--- config.mk ---
export PLATFORM = sky130hd
export DESIGN_NAME = periodic_interrupt_timer
export DESIGN_NICKNAME = d
export VERILOG_FILES = /design/src/hw/rtl/pit_pkg.sv /design/src/hw/rtl/pit_channel.sv /design/src/hw/rtl/periodic_interrupt_timer.sv
export SDC_FILE = /design/constraint.sdc
export NUM_CORES = 1
export LEC_CHECK = 0
export BUFFER_PORTS_ARGS = -buffer_cell sky130_fd_sc_hd__buf_2
export CORE_MARGIN = 2
export CORE_UTILIZATION = 45
export CTS_CLUSTER_SIZE = 30
export DETAILED_ROUTE_END_ITERATION = 7
export REMOVE_ABC_BUFFERS = 1
export SLEW_MARGIN = 20
export SYNTH_ARGS = -nofsm -noshare
export SYNTH_HDL_FRONTEND = slang
export SYNTH_SLANG_ARGS = --single-unit
--- constraint.sdc ---
create_clock -name clk -period 3.4 [get_ports clk]
set_input_delay 0.34 -clock clk [delete_from_list [all_inputs] [get_ports clk]]
set_output_delay 0.34 -clock clk [all_outputs]
set_load 0.02 [all_outputs]
--- src/hw/rtl/pit_pkg.sv ---
// Package for the periodic interrupt timer: request and response words,
// register and request codes, control bit positions and default sizes.
// No dependencies; used by pit_channel and periodic_interrupt_timer.
package pit_pkg;

  localparam int DefNumChannels = 4;
  localparam int DefCountWidth  = 32;
  localparam int DataWidth      = 32;
  localparam int IrqWidth       = 4;

  // Request type codes.
  localparam logic [1:0] REQ_TICK  = 2'd0;
  localparam logic [1:0] REQ_WRITE = 2'd1;
  localparam logic [1:0] REQ_READ  = 2'd2;

  // Register select codes.
  localparam logic [2:0] REG_LOAD   = 3'd0;
  localparam logic [2:0] REG_COUNT  = 3'd1;
  localparam logic [2:0] REG_CTRL   = 3'd2;
  localparam logic [2:0] REG_FLAG   = 3'd3;
  localparam logic [2:0] REG_MODULE = 3'd4;

  // Bit positions in the control and module control registers.
  localparam int CTL_EN      = 0;
  localparam int CTL_IE      = 1;
  localparam int CTL_CHAIN   = 2;
  localparam int CTL_WIDTH   = 3;
  localparam int MOD_DIS_BIT = 1;

  typedef struct packed {
    logic [1:0]           req_type;
    logic [1:0]           channel;
    logic [2:0]           reg_select;
    logic [DataWidth-1:0] write_data;
  } pit_req_t;

  typedef struct packed {
    logic [DataWidth-1:0] read_data;
    logic [IrqWidth-1:0]  irq_lines;
    logic [IrqWidth-1:0]  expired;
  } pit_rsp_t;

  // Per-channel strobes for the word being processed this cycle.
  typedef struct packed {
    logic                 tick;
    logic                 wr_load;
    logic                 wr_ctrl;
    logic                 wr_flag;
    logic [2:0]           sel;
    logic [DataWidth-1:0] wdata;
  } pit_chan_ctl_t;

endpackage

--- src/hw/rtl/pit_channel.sv ---
// One timer channel: load, count, control and flag registers, the
// down-count with reload, and the register read view.
// Depends on pit_pkg.
module pit_channel #(
  parameter int   COUNT_WIDTH = pit_pkg::DefCountWidth,
  parameter logic CHAINABLE   = 1'b1
) (
  input  logic                          clk,
  input  logic                          rst,
  input  pit_pkg::pit_chan_ctl_t        ctl,
  input  logic                          below_fired,
  output logic                          fired,
  output logic                          irq_next,
  output logic [pit_pkg::DataWidth-1:0] rdata
);
  import pit_pkg::*;

  logic [COUNT_WIDTH-1:0] load_value, load_value_next;
  logic [COUNT_WIDTH-1:0] count_value, count_value_next;
  logic [CTL_WIDTH-1:0]   control, control_next;
  logic                   flag, flag_next;
  logic                   counts;

  always_comb begin
    counts = control[CTL_EN];
    if (CHAINABLE && control[CTL_CHAIN]) begin
      counts = control[CTL_EN] && below_fired;
    end
    fired = ctl.tick && counts && (count_value == '0);

    load_value_next  = load_value;
    count_value_next = count_value;
    control_next     = control;
    flag_next        = flag;

    if (ctl.wr_load) begin
      load_value_next = ctl.wdata[COUNT_WIDTH-1:0];
    end
    if (ctl.wr_ctrl) begin
      if (!control[CTL_EN] && ctl.wdata[CTL_EN]) begin
        count_value_next = load_value;
      end
      control_next = ctl.wdata[CTL_WIDTH-1:0];
    end
    if (ctl.wr_flag && ctl.wdata[0]) begin
      flag_next = 1'b0;
    end
    if (ctl.tick && counts) begin
      if (fired) begin
        count_value_next = load_value;
        flag_next        = 1'b1;
      end else begin
        count_value_next = count_value - COUNT_WIDTH'(1);
      end
    end
    irq_next = flag_next && control_next[CTL_IE];
  end

  always_comb begin
    case (ctl.sel)
      REG_LOAD:  rdata = DataWidth'(load_value);
      REG_COUNT: rdata = DataWidth'(count_value);
      REG_CTRL:  rdata = DataWidth'(control);
      REG_FLAG:  rdata = DataWidth'(flag);
      default:   rdata = '0;
    endcase
  end

  always_ff @(posedge clk) begin
    if (rst) begin
      load_value  <= '0;
      count_value <= '0;
      control     <= '0;
      flag        <= 1'b0;
    end else begin
      load_value  <= load_value_next;
      count_value <= count_value_next;
      control     <= control_next;
      flag        <= flag_next;
    end
  end

endmodule

--- src/hw/rtl/periodic_interrupt_timer.sv ---
// Top level of the periodic interrupt timer: input register, channel array,
// module control register and the response register.
// Depends on pit_pkg and pit_channel.
//
//   Channel   Handshake            Word
//   --------  -------------------  ----------------------------------------
//   req       req_valid/req_stall  pit_req_t: tick, register write or read
//   rsp       rsp_valid/rsp_stall  pit_rsp_t: read data, irq lines, expiry
//
// Each word is answered from the response register: while it sits in the
// input register, the channel update and the response are formed, and both
// are registered together when the word advances. A new word is taken
// every cycle while the response register drains. Reset clears all channel
// registers and leaves the module disabled. A stalled response holds the
// input register, which then stalls the request side.
module periodic_interrupt_timer #(
  parameter int NUM_CHANNELS = pit_pkg::DefNumChannels,
  parameter int COUNT_WIDTH  = pit_pkg::DefCountWidth
) (
  input  logic              clk,
  input  logic              rst,
  input  logic              req_valid,
  output logic              req_stall,
  input  pit_pkg::pit_req_t req,
  output logic              rsp_valid,
  input  logic              rsp_stall,
  output pit_pkg::pit_rsp_t rsp
);
  import pit_pkg::*;

  // The input register holds the word being processed.
  logic     item_valid;
  pit_req_t item;
  logic     advance;

  // Module disable bit, set out of reset.
  logic module_disabled;

  logic [NUM_CHANNELS-1:0] fired;
  logic [NUM_CHANNELS-1:0] irq_next;
  logic [DataWidth-1:0]    chan_rdata [NUM_CHANNELS];
  pit_chan_ctl_t           chan_ctl   [NUM_CHANNELS];

  logic           is_tick, is_write, is_read;
  pit_rsp_t       rsp_next;
  logic [DataWidth-1:0] rd_chan;

  // The word advances whenever the response register is free or draining.
  assign advance   = item_valid && (!rsp_valid || !rsp_stall);
  assign req_stall = item_valid && !advance;

  assign is_tick  = advance && (item.req_type == REQ_TICK) && !module_disabled;
  assign is_write = advance && (item.req_type == REQ_WRITE);
  assign is_read  = (item.req_type == REQ_READ);

  // Channel n counts on a tick when enabled; a chained channel also needs the
  // channel below it to have expired on the same tick. Channel zero ignores chain.
  for (genvar n = 0; n < NUM_CHANNELS; n++) begin : g_chan
    logic hit;
    assign hit = (int'(item.channel) == n);

    always_comb begin
      chan_ctl[n].tick    = is_tick;
      chan_ctl[n].wr_load = is_write && hit && (item.reg_select == REG_LOAD);
      chan_ctl[n].wr_ctrl = is_write && hit && (item.reg_select == REG_CTRL);
      chan_ctl[n].wr_flag = is_write && hit && (item.reg_select == REG_FLAG);
      chan_ctl[n].sel     = item.reg_select;
      chan_ctl[n].wdata   = item.write_data;
    end

    if (n == 0) begin : g_first
      pit_channel #(
        .COUNT_WIDTH(COUNT_WIDTH),
        .CHAINABLE  (1'b0)
      ) u_chan (
        .clk        (clk),
        .rst        (rst),
        .ctl        (chan_ctl[n]),
        .below_fired(1'b0),
        .fired      (fired[n]),
        .irq_next   (irq_next[n]),
        .rdata      (chan_rdata[n])
      );
    end else begin : g_rest
      pit_channel #(
        .COUNT_WIDTH(COUNT_WIDTH),
        .CHAINABLE  (1'b1)
      ) u_chan (
        .clk        (clk),
        .rst        (rst),
        .ctl        (chan_ctl[n]),
        .below_fired(fired[n-1]),
        .fired      (fired[n]),
        .irq_next   (irq_next[n]),
        .rdata      (chan_rdata[n])
      );
    end
  end

  // Response forming. Reads see the state before this word; the interrupt
  // lines show the state after it. Channels above the fourth are not shown.
  always_comb begin
    rd_chan = '0;
    for (int n = 0; n < NUM_CHANNELS; n++) begin
      if (int'(item.channel) == n) begin
        rd_chan = chan_rdata[n];
      end
    end

    rsp_next = '0;
    if (is_read) begin
      if (item.reg_select == REG_MODULE) begin
        rsp_next.read_data[MOD_DIS_BIT] = module_disabled;
      end else begin
        rsp_next.read_data = rd_chan;
      end
    end
    for (int n = 0; n < NUM_CHANNELS && n < IrqWidth; n++) begin
      rsp_next.irq_lines[n] = irq_next[n];
      rsp_next.expired[n]   = fired[n] && is_tick;
    end
  end

  always_ff @(posedge clk) begin
    if (rst) begin
      item_valid      <= 1'b0;
      rsp_valid       <= 1'b0;
      module_disabled <= 1'b1;
    end else begin
      if (!item_valid || advance) begin
        item_valid <= req_valid;
      end
      if (advance) begin
        rsp_valid <= 1'b1;
      end else if (!rsp_stall) begin
        rsp_valid <= 1'b0;
      end
      if (is_write && (item.reg_select == REG_MODULE)) begin
        module_disabled <= item.write_data[MOD_DIS_BIT];
      end
    end
  end

  // Payload registers.
  always_ff @(posedge clk) begin
    if (req_valid && (!item_valid || advance)) begin
      item <= req;
    end
    if (advance) begin
      rsp <= rsp_next;
    end
  end

endmodule
# Word-level counts from Yosys, hierarchy flattened
# Index checks and enable logic that the tools add are counted.
[word_totals]
reg_bits = 354
inputBits = 43
out_inout_bits = 42
word_cells = 173
[classes]
addsub = 4
eq_ne = 10
muxes = 46
n_bitwise = 1
n_reduce_logical = 81
[ops]
columns = ["cell", "n"]
rows = [
  ["32-bit two-way mux", 20],
  ["32-bit one-hot mux with 4 select lines", 4],
  ["32-bit logical NOT", 4],
  ["32-bit by 1-bit subtractor with 32-bit output (second input constant)", 4],
  ["1-bit logical AND", 50],
  ["1-bit two-way mux", 18],
  ["2-bit nonzero test", 8],
  ["1-bit logical NOT", 9],
  ["2-bit two-way mux", 4],
  ["2-bit AND reduction", 4],
  ["2-bit == test (second input constant)", 3],
  ["3-bit by 2-bit == test with 1-bit output (second input constant)", 2],
  ["2-bit by 1-bit == test with 1-bit output (second input constant)", 2],
  ["2-bit logical NOT", 2],
  ["3-bit by 1-bit == test with 1-bit output (second input constant)", 1],
  ["3-bit == test (second input constant)", 1],
  ["3-bit logical NOT", 1],
  ["1-bit logical OR", 2],
  ["2-bit by 1-bit inequality test with 1-bit output (second input constant)", 1],
  ["2-bit OR reduction", 1],
  ["1-bit NOT", 1],
]

# Depth between registers and ports, before layout
# Gate-level depths: netlist of the first run.
[depth]
ltp_word = 22
depth_mapped = 13

# Modules after synthesis
# A second synthesis of the first run with hierarchy kept.
[hier_totals]
cells_unflattened = 1967
hier_area_um2 = 18646.6
[by_module_without_submodules]
columns = ["mod", "instances", "cells_each", "area_each_um2", "seq_area_each_um2"]
rows = [
  ["pit_channel at g_chan[1].g_rest.u_chan ...", 3, 438, 3733.6, 1361.3],
  ["pit_channel at g_chan[0].g_first.u_chan", 1, 450, 3767.4, 1361.3],
  ["periodic_interrupt_timer", 1, 203, 3678.5, 2432.3],
]

# Least setup slack after synthesis of the first run
# Ideal clock, no wire load.
[synth_timing]
path_type = "register -> register"
from = "reg rsp_valid"
to = "reg g_chan[3].g_rest.u_chan.count_value[14]"
setup_time_ns = 0.128
arrival_ns = 3.483
required_time_ns = 3.272
slack_ns = -0.211
path_stages_with_launch = 10
n_path_buf = 0
period_less_slack_ns = 3.611
cell_sequence = "dfxtp_1 > a21bo_2 > inv_1 > nand4b_1 > o41ai_4 > nand4b_2 > a21oi_4 > mux2_1 > a22oi_1 > nor2_1"
[synth_between]
elab_chain_cells = 21
[synth_rtl]
columns = ["item", "line", "text"]
rows = [
  ["start: declaration", "periodic_interrupt_timer.sv:25", "output logic rsp_valid,"],
  ["start signal: assignment", "periodic_interrupt_timer.sv:127", "rsp_valid <= 1'b0;"],
  ["start signal: assignment", "periodic_interrupt_timer.sv:134", "rsp_valid <= 1'b1;"],
  ["start signal: assignment", "periodic_interrupt_timer.sv:136", "rsp_valid <= 1'b0;"],
  ["1-bit logical NOT *", "periodic_interrupt_timer.sv:49", "assign advance = item_valid && (!rsp_valid || !rsp_stall);"],
  ["1-bit logical OR *", "periodic_interrupt_timer.sv:49", ""],
  ["1-bit logical AND *", "periodic_interrupt_timer.sv:49", ""],
  ["via advance", "periodic_interrupt_timer.sv:34", "logic advance;"],
  ["1-bit logical AND (2 in series)", "periodic_interrupt_timer.sv:52", "assign is_tick = advance && (item.req_type == REQ_TICK) && !module_disabled;"],
  ["1-bit logical AND (2 in series)", "pit_channel.sv:29", "fired = ctl.tick && counts && (count_value == '0);"],
  ["1-bit logical AND", "pit_channel.sv:27", "counts = control[CTL_EN] && below_fired;"],
  ["1-bit two-way mux", "pit_channel.sv:26", "if (CHAINABLE && control[CTL_CHAIN]) begin"],
  ["[3 not listed]", "-", ""],
  ["1-bit two-way mux", "pit_channel.sv:26", ""],
  ["1-bit logical AND (2 in series)", "pit_channel.sv:29", ""],
  ["1-bit logical AND", "pit_channel.sv:27", ""],
  ["1-bit two-way mux", "pit_channel.sv:26", ""],
  ["1-bit logical AND", "pit_channel.sv:29, pit_channel.sv:48", ""],
  ["1-bit logical AND", "pit_channel.sv:29", ""],
  ["32-bit two-way mux", "pit_channel.sv:49", "if (fired) begin"],
  ["32-bit two-way mux", "pit_channel.sv:48", "if (ctl.tick && counts) begin"],
  ["end signal: assignment", "pit_channel.sv:77", "count_value <= count_value_next;"],
  ["end: declaration", "pit_channel.sv:19", "logic [COUNT_WIDTH-1:0] count_value, count_value_next;"],
]
# Mark *: on every way through the listed nets, which the timed path passes. The rest lies on a longest branch.
# A chain may end at the register's enable or synchronous reset.

# Final worst setup path of the first run
[layout_timing]
from = "reg g_chan[0].g_first.u_chan.count_value[18]"
to = "reg g_chan[3].g_rest.u_chan.count_value[25]"
[layout_between]
elab_chain_cells = 16
[layout_rtl]
columns = ["item", "line"]
rows = [
  ["start: declaration", "pit_channel.sv:19"],
  ["start signal: assignment", "pit_channel.sv:77"],
  ["32-bit logical NOT *", "pit_channel.sv:29"],
  ["1-bit logical AND *", "pit_channel.sv:29"],
  ["1-bit logical AND *", "pit_channel.sv:27"],
  ["1-bit two-way mux *", "pit_channel.sv:26"],
  ["1-bit logical AND * (2 in series)", "pit_channel.sv:29"],
  ["1-bit logical AND *", "pit_channel.sv:27"],
  ["1-bit two-way mux *", "pit_channel.sv:26"],
  ["1-bit logical AND * (2 in series)", "pit_channel.sv:29"],
  ["1-bit logical AND *", "pit_channel.sv:27"],
  ["1-bit two-way mux *", "pit_channel.sv:26"],
  ["1-bit logical AND *", "pit_channel.sv:29, pit_channel.sv:48"],
  ["1-bit logical AND", "pit_channel.sv:29"],
  ["32-bit two-way mux", "pit_channel.sv:49"],
  ["32-bit two-way mux", "pit_channel.sv:48"],
]
# Every way passes the cells marked *; elsewhere a longest branch is shown, timed or not.

==> results of run 1 <==
==> power by group through the flow <==
stage	sequential, mW	clock, mW	combinational (mW)
6_report	4.44	4.54	0.471
2_1_floorplan	4.51	0	0.146
5_1_grt	4.44	4.77	0.493
3_3_place_gp	4.53	0	0.422
4_1_cts	4.44	4.60	0.461
3_5_place_dp	4.53	0	0.424
==> final cells by class <==
cell class	instances	share of cell area, %
multi-input combinational	1565	42.9
sequential	354	38.7
timing repair buffer	217	8.06
clock buffer	53	5.52
tap	511	3.14
clock inverter	22	1.17
inverter	24	0.443
antenna	1	0.0123
==> worst max-delay path: stages, from the launching register on <==
cell and delay [ns]:
dfxtp_1 0.38, or4_4 0.60, nand4bb_4 0.28, o41ai_4 0.51, nand4b_2 0.31, a21oi_4 0.25, buf_12 0.21, mux2_1 0.33
a22oi_1 0.19, nor2_1 0.05
==> state kept, by name (all words and copies together) (netlist names), 3 cells and up <==
| name | cells |
|---|---|
| g_chan.g_first.u_chan.load_value | 32 |
| chan_ctl | 35 |
| g_chan.g_rest.u_chan.count_value | 96 |
| g_chan.g_first.u_chan.control | 3 |
| rsp | 40 |
| g_chan.g_first.u_chan.count_value | 32 |
| item | 4 |
| g_chan.g_rest.u_chan.load_value | 96 |
| g_chan.g_rest.u_chan.control | 9 |
| g_chan.g_rest.u_chan.flag | 3 |
==> path summary, 6_finish.rpt <==
check / to / slack (ns)
max: g_chan[3].g_rest.u_chan.count_value[25]$_SDFFE_PP0P_ / 0.14
min: rsp_valid$_SDFFE_PP0P_ / 0.04
max reg2reg: g_chan[3].g_rest.u_chan.count_value[25]$_SDFFE_PP0P_ / 0.14
min reg2reg: g_chan[0].g_first.u_chan.control[2]$_SDFFE_PP0P_ / 0.47
==> kinds of logic (layout without fill, tap and decap cells) <==
family	Yosys count	after routing	synth area share, %
compound gates	697	697	25.3
xor+xnor	2	2	0.101
fa+ha+maj	6	6	0.433
buf+inv	197	316	4.47
flops	354	354	45.4
mux	32	32	2.08
other cells	0	1	0
simple gates	828	828	22.2
==> layout by cell type, fill, tap and decap left out, types with 41 or more instances in the layout <==
master	count
nor3_1	69
buf_4	84
a221oi_1	81
dfxtp_1	275
clkbuf_16	43
nand3_1	41
nor2_1	186
edfxtp_1	79
o21ai_0	122
buf_2	83
a21oi_1	271
a22oi_1	86
nand2_1	354
==> layer usage <==
layer / global-route usage, % / up-vias / part of all wire [%]
met5: 0 / - / 0
met4: 16.9 / 0 / 5.6
met3: 3.61 / 174 / 7.1
met2: 47.4 / 815 / 45
met1: 40.5 / 8253 / 42
li1: - / 7968 / -
==> through the flow <==
stage               setup WS, ns  instance area (µm²)  util (%)
finish                     0.136                20300      53.7
global route            -0.00480                20300      53.7
CTS                       0.0962                20300      53.7
detailed placement         0.109                18600      49.0
global placement           0.222                18600      49.0
floorplan                  -5.63                16600         -
==> what timing repair did <==
action | 4_1_cts | 5_1_grt
endpoints found under the hold margin | 40 | 0
hold buffers | 40 | 0
endpoints found under the setup margin | 0 | 16
buffers inserted | 0 | 1
resized for setup | 0 | 2
==> impl_metrics.toml, run 1 <==
[synthesis]
syn_area_um2 = 17300
synth_warnings = 0
yosysTopAreaCell = "dfxtp_1"
synthTopCellsByCount = "nand2_1, dfxtp_1, a21oi_1"
synth_cells = 2116
ys_types = 79
synth-async-reset-ratio_pct = 0
synth_ff_type = "dfxtp_1"
synthTopCellsByArea = "dfxtp_1, edfxtp_1, a21oi_1"
synth-seq-cells = 354
synth.yosys.seq_area_share_pct = 45.4
synth_most_common_cell = "nand2_1"
avgSynthCellArea_um2 = 8.19
post-synth-top-area-fraction_pct = 31.8
synth_edf_count = 79

[global_routing]
antenna_found_initial = 0
grt_max_degree = 115
grt_usage_pct = 30.2
gr-total-overflow = 0
grt_pass1_vias = 16200
grt_pass1_wl_um = 95100

[detailed_routing]
viasPerCell = 6.27
drt_iter0_markers = 1703
antenna_left = 0
routed_wl_um = 62300
wl_per_cell_um = 22.7
first_pass_iters = 6
drc_errors = 0
routed-via-count = 17200

[place]
portBuffers = 84
dp_hpwl_um = 41700
dp.cells = 2630
routabilityCongestion = 0.919

[worst_setup_path]
critPathRequiredTime_ns = 3.83
rr_startpoint = "g_chan[0].g_first.u_chan.count_value[18]$_SDFFE_PP0P_"
worstSetupPathType = "reg2reg"
arrival_ns = 3.69
crit_path_max_fanout = 28
critPathLaunchType = "flip-flop"
startpoint = "g_chan[0].g_first.u_chan.count_value[18]$_SDFFE_PP0P_"
cp-end-kind = "flip-flop"
r2r_cells = 9

[hold_path]
hp-start = "rsp_stall"
min_path_cells = 3
min_path_type = "in2reg"

[sta]
slew_headroom_pct = 33.1
tightest_slew_ns = 0.978
rsz0062_at_grt = "true"
setup-violations-final = 0
setup_tns_ns = 0
clock.fmax_mhz = 306
hold_viol_final = 0
skew_ns = 0.0216
slew_violations = 0
whs_ns = 0.0363
period_needed_ns = 3.26
finalCritPeriodShare_pct = 96.0

[finish]
fin_cells = 2747
syn_to_final_growth_pct = 17.3
multi_input_area_um2 = 8730
nNetsFinal = 2252
ff_latch_area_um2 = 7880
drive_gt1_share_pct = 12.8
fillers = 3601

[power]
seqPwrFrac_pct = 47.0
p_sw_share_pct = 23.6
power_density_nw_per_um2 = 464
ir_drop_mv = 0.347
internal_power_mw = 7.22
p_switching_mw = 2.23
combPwrFrac_pct = 5.0
pwr-share-clk_pct = 48.1
power.total_mw = 9.44
static-leakage-power_nw = 6.98

[floorplan]
fp.dieW_um = 200
std_cell_rows = 71
io-pin-count = 85
start_util_pct = 45.8
core_um2 = 37800
die_h_um = 200
die_area_um2 = 40100

[cts]
clockBufferDepth = 3
clk_latency_ns = 0.57
ctsHtreeMaxLevel = 2
clockRootBuffer = "clkbuf_16"
clk_pin_slew_ns = 0.06
tritoncts = "yes"
cts_buffers = 41
cts.sinks = 354

[status]
outcome = "finished clean"

[run]
cap_violations = 0
No activity file was read; power rests on OpenSTA's default activity.
==> run 2: changes to the inputs <==
--- a/config.mk
+++ b/config.mk
@@ -6,6 +6,7 @@
 export NUM_CORES = 1
 export LEC_CHECK = 0
 export BUFFER_PORTS_ARGS = -buffer_cell sky130_fd_sc_hd__buf_2
+export CORE_ASPECT_RATIO = 1.5
 export CORE_MARGIN = 2
 export CORE_UTILIZATION = 45
 export CTS_CLUSTER_SIZE = 30
==> constraint.sdc (replaced) <==
create_clock -name clk -period 3.4 [get_ports clk]
set_input_delay 0.17 -clock clk [delete_from_list [all_inputs] [get_ports clk]]
set_output_delay 0.17 -clock clk [all_outputs]
set_load 0.02 [all_outputs]
==> run 2 against run 1 <==
Net effect:
- sequential share of layout area is essentially flat
- clock power down 7.0%
- largest cell class unchanged
- largest power group is now sequential cells
- critical path type unchanged
- worst hold slack improved by 0.066 ns
- final area barely moved
- critical endpoint is now g_chan[3].g_rest.u_chan.count_value[31]$_SDFFE_PP0P_
==> impl_metrics.toml, run 2 (same netlist as run 1, synthesis figures left out) <==
[finish]
fin_cells = 2735
drive_gt1_share_pct = 13.1
n_antenna_cell = 0
final_area_um2 = 20300
top_regs = "g_chan.g_rest.u_chan.count_value (96), g_chan.g_rest.u_chan.load_value (96), rsp (40)"
final_cell_mix = "nand2_1, dfxtp_1, a21oi_1, nor2_1, o21ai_0"
final_common_cell = "nand2_1"
nNetsFinal = 2260
syn_to_final_growth_pct = 17.3

[detailed_routing]
routed-via-count = 16900
routed_wl_um = 61600
first_pass_iters = 6
viasPerCell = 6.18
wl_per_cell_um = 22.5
drt_iter0_markers = 1652
antenna_left = 0
drc_errors = 0

[worst_setup_path]
rr_startpoint = "g_chan[3].g_rest.u_chan.count_value[18]$_SDFFE_PP0P_"
cpPeakStageDelay_ns = 0.62
critPathRequiredTime_ns = 3.86
crit_path_max_fanout = 33
arrival_ns = 3.61
cpMaxStageDelayCell = "or4_1"
cp_cell_sequence = "or4_1, nor3b_1, nand4_2, nor3_4, a21o_1, buf_12, a21oi_1, or3_1, a211oi_2"
cp-end-kind = "flip-flop"
r2r_slack_ns = 0.25
r2r_cells = 9
rr_endpoint = "g_chan[3].g_rest.u_chan.count_value[31]$_SDFFE_PP0P_"
crit_buf_inv = 1
critPathLaunchType = "flip-flop"
worstSetupPathType = "reg2reg"
critical_path.top_delay_family = "simple AND/OR/NAND/NOR gates"

[global_routing]
met1_usage_pct = 39.6
grt_use_met2_pct = 51.4
grt_max_degree = 155
grt_usage_pct = 30.3
grt_pass1_wl_um = 94400
antenna_found_initial = 1
grt_pass1_vias = 15900
gr-total-overflow = 0
met3_usage_pct = 3.39
busiest_layer = "met2"

[power]
internal_power_mw = 6.95
static-leakage-power_nw = 7.00
ir_drop_mv = 0.453
pwr-share-clk_pct = 46.3
seqPwrFrac_pct = 48.5
combPwrFrac_pct = 5.3
p_sw_share_pct = 23.8
power_density_nw_per_um2 = 449
p_switching_mw = 2.18

[place]
dp_hpwl_um = 42600
routabilityCongestion = 0.897
dp.cells = 2626
placed_area_um2 = 18700
portBuffers = 84

[hold_path]
whs_endpoint = "g_chan[0].g_first.u_chan.load_value[25]$_SDFFE_PP0P_"
min_path_cells = 2
hp-start = "rst"
min_path_type = "in2reg"

[cts]
clk_pin_slew_ns = 0.06
ctsHtreeMaxLevel = 2
tritoncts = "yes"
cts_buffers = 37
cts.sinks = 354
clockBufferDepth = 3
clk_latency_ns = 0.55
cts_resized = 0
clockRootBuffer = "clkbuf_16"

[floorplan]
std_cell_rows = 88
io-pin-count = 85
start_util_pct = 45.4
die_area_um2 = 40100
core_um2 = 38200
fp.dieW_um = 164
die_h_um = 244

[sta]
tightest_slew_ns = 1.07
hold_viol_final = 0
slew_headroom_pct = 28.3
setup-violations-final = 0
rsz0062_at_grt = "false"
period_needed_ns = 3.15
skew_ns = 0.0137
slew_violations = 0
finalCritPeriodShare_pct = 92.7
clock.fmax_mhz = 317

[run]
cap_violations = 0

[status]
outcome = "finished clean"
[run 2: changes by cell type in the layout (fill, tap and decap cells not counted), moves of 2 or more]
cell / change
clkbuf_16: -3
buf_4: +6
clkinv_1: -2
buf_12: +5
bufinv_16: -2
clkbuf_8: +2
clkbuf_1: -2
[run 2: metrics by stage]
| step | worst slack (ns) | total power [mW] | hold slack, ns | TNS [ns] | utilization [%] |
|---|---|---|---|---|---|
| after global routing | 0.0483 | 9.36 | 0.119 | 0 | 53.2 |
| final | 0.248 | 9.13 | 0.103 | 0 | 53.2 |
| after floorplan | -5.63 | 4.66 | 0.235 | -930.49 | - |
| after CTS | 0.254 | 9.16 | 0.0833 | 0 | 53.2 |
| after detailed placement | 0.276 | 4.95 | 0.348 | 0 | 48.9 |
| after global placement | 0.330 | 4.95 | 0.346 | 0 | 48.9 |
[run 2: worst max-delay path by stage]
stage | start | endpoint | slack [ns] | cells after the start
global route | g_chan[3].g_rest.u_chan.count_value[0]$_SDFFE_PP0P_ | g_chan[3].g_rest.u_chan.count_value[31]$_SDFFE_PP0P_ | 0.05 | 11
detailed placement | g_chan[1].g_rest.u_chan.count_value[28]$_SDFFE_PP0P_ | g_chan[3].g_rest.u_chan.count_value[2]$_SDFFE_PP0P_ | 0.28 | 9
floorplan | chan_ctl[32]$_DFFE_PP_ | g_chan[0].g_first.u_chan.load_value[0]$_SDFFE_PP0P_ | -5.63 | 5
global placement | g_chan[1].g_rest.u_chan.count_value[28]$_SDFFE_PP0P_ | g_chan[3].g_rest.u_chan.count_value[25]$_SDFFE_PP0P_ | 0.33 | 9
CTS | g_chan[3].g_rest.u_chan.count_value[18]$_SDFFE_PP0P_ | g_chan[3].g_rest.u_chan.count_value[31]$_SDFFE_PP0P_ | 0.25 | 9
finish | g_chan[3].g_rest.u_chan.count_value[18]$_SDFFE_PP0P_ | g_chan[3].g_rest.u_chan.count_value[31]$_SDFFE_PP0P_ | 0.25 | 9
[run 2: worst reg2reg max path, delay by kind of cell, from the launching register on]
family                 cells  cell delay [ns]
buffers and inverters      1             0.19
AND/OR/NAND/NOR            5             2.02
flip-flops                 1             0.38
AO/OA/AOI/OAI              3             0.47
[run 2: per-layer routing]
layer  part of all wire (%)  wire (µm)
met1                     41      25000
met5                  0.018         11
met4                    3.8       2310
met2                     49      30300
met3                    6.3       3900
[run 2: layout make-up]
cell class | count | area [µm²]
Multi-Input combinational cell | 1565 | 8720
Clock inverter | 18 | 168
Clock buffer | 50 | 1070
Fill cell | 3552 | 17900
Inverter | 24 | 90.1
Sequential cell | 354 | 7880
Tap cell | 495 | 619
Timing Repair Buffer | 229 | 1800
[run 2: power by group through the flow]
stage               Clock, mW  Sequential [mW]  Combinational, mW
floorplan                   0             4.51              0.146
CTS                      4.27             4.42              0.473
global route             4.43             4.42              0.504
global placement            0             4.51              0.436
detailed placement          0             4.51              0.437
finish                   4.22             4.42              0.481
[run 2: timing repair]
item,CTS,global route
hold buffers,41,0
hold endpoints to repair,41,0
setup endpoints to repair,0,0
setup buffers,0,0
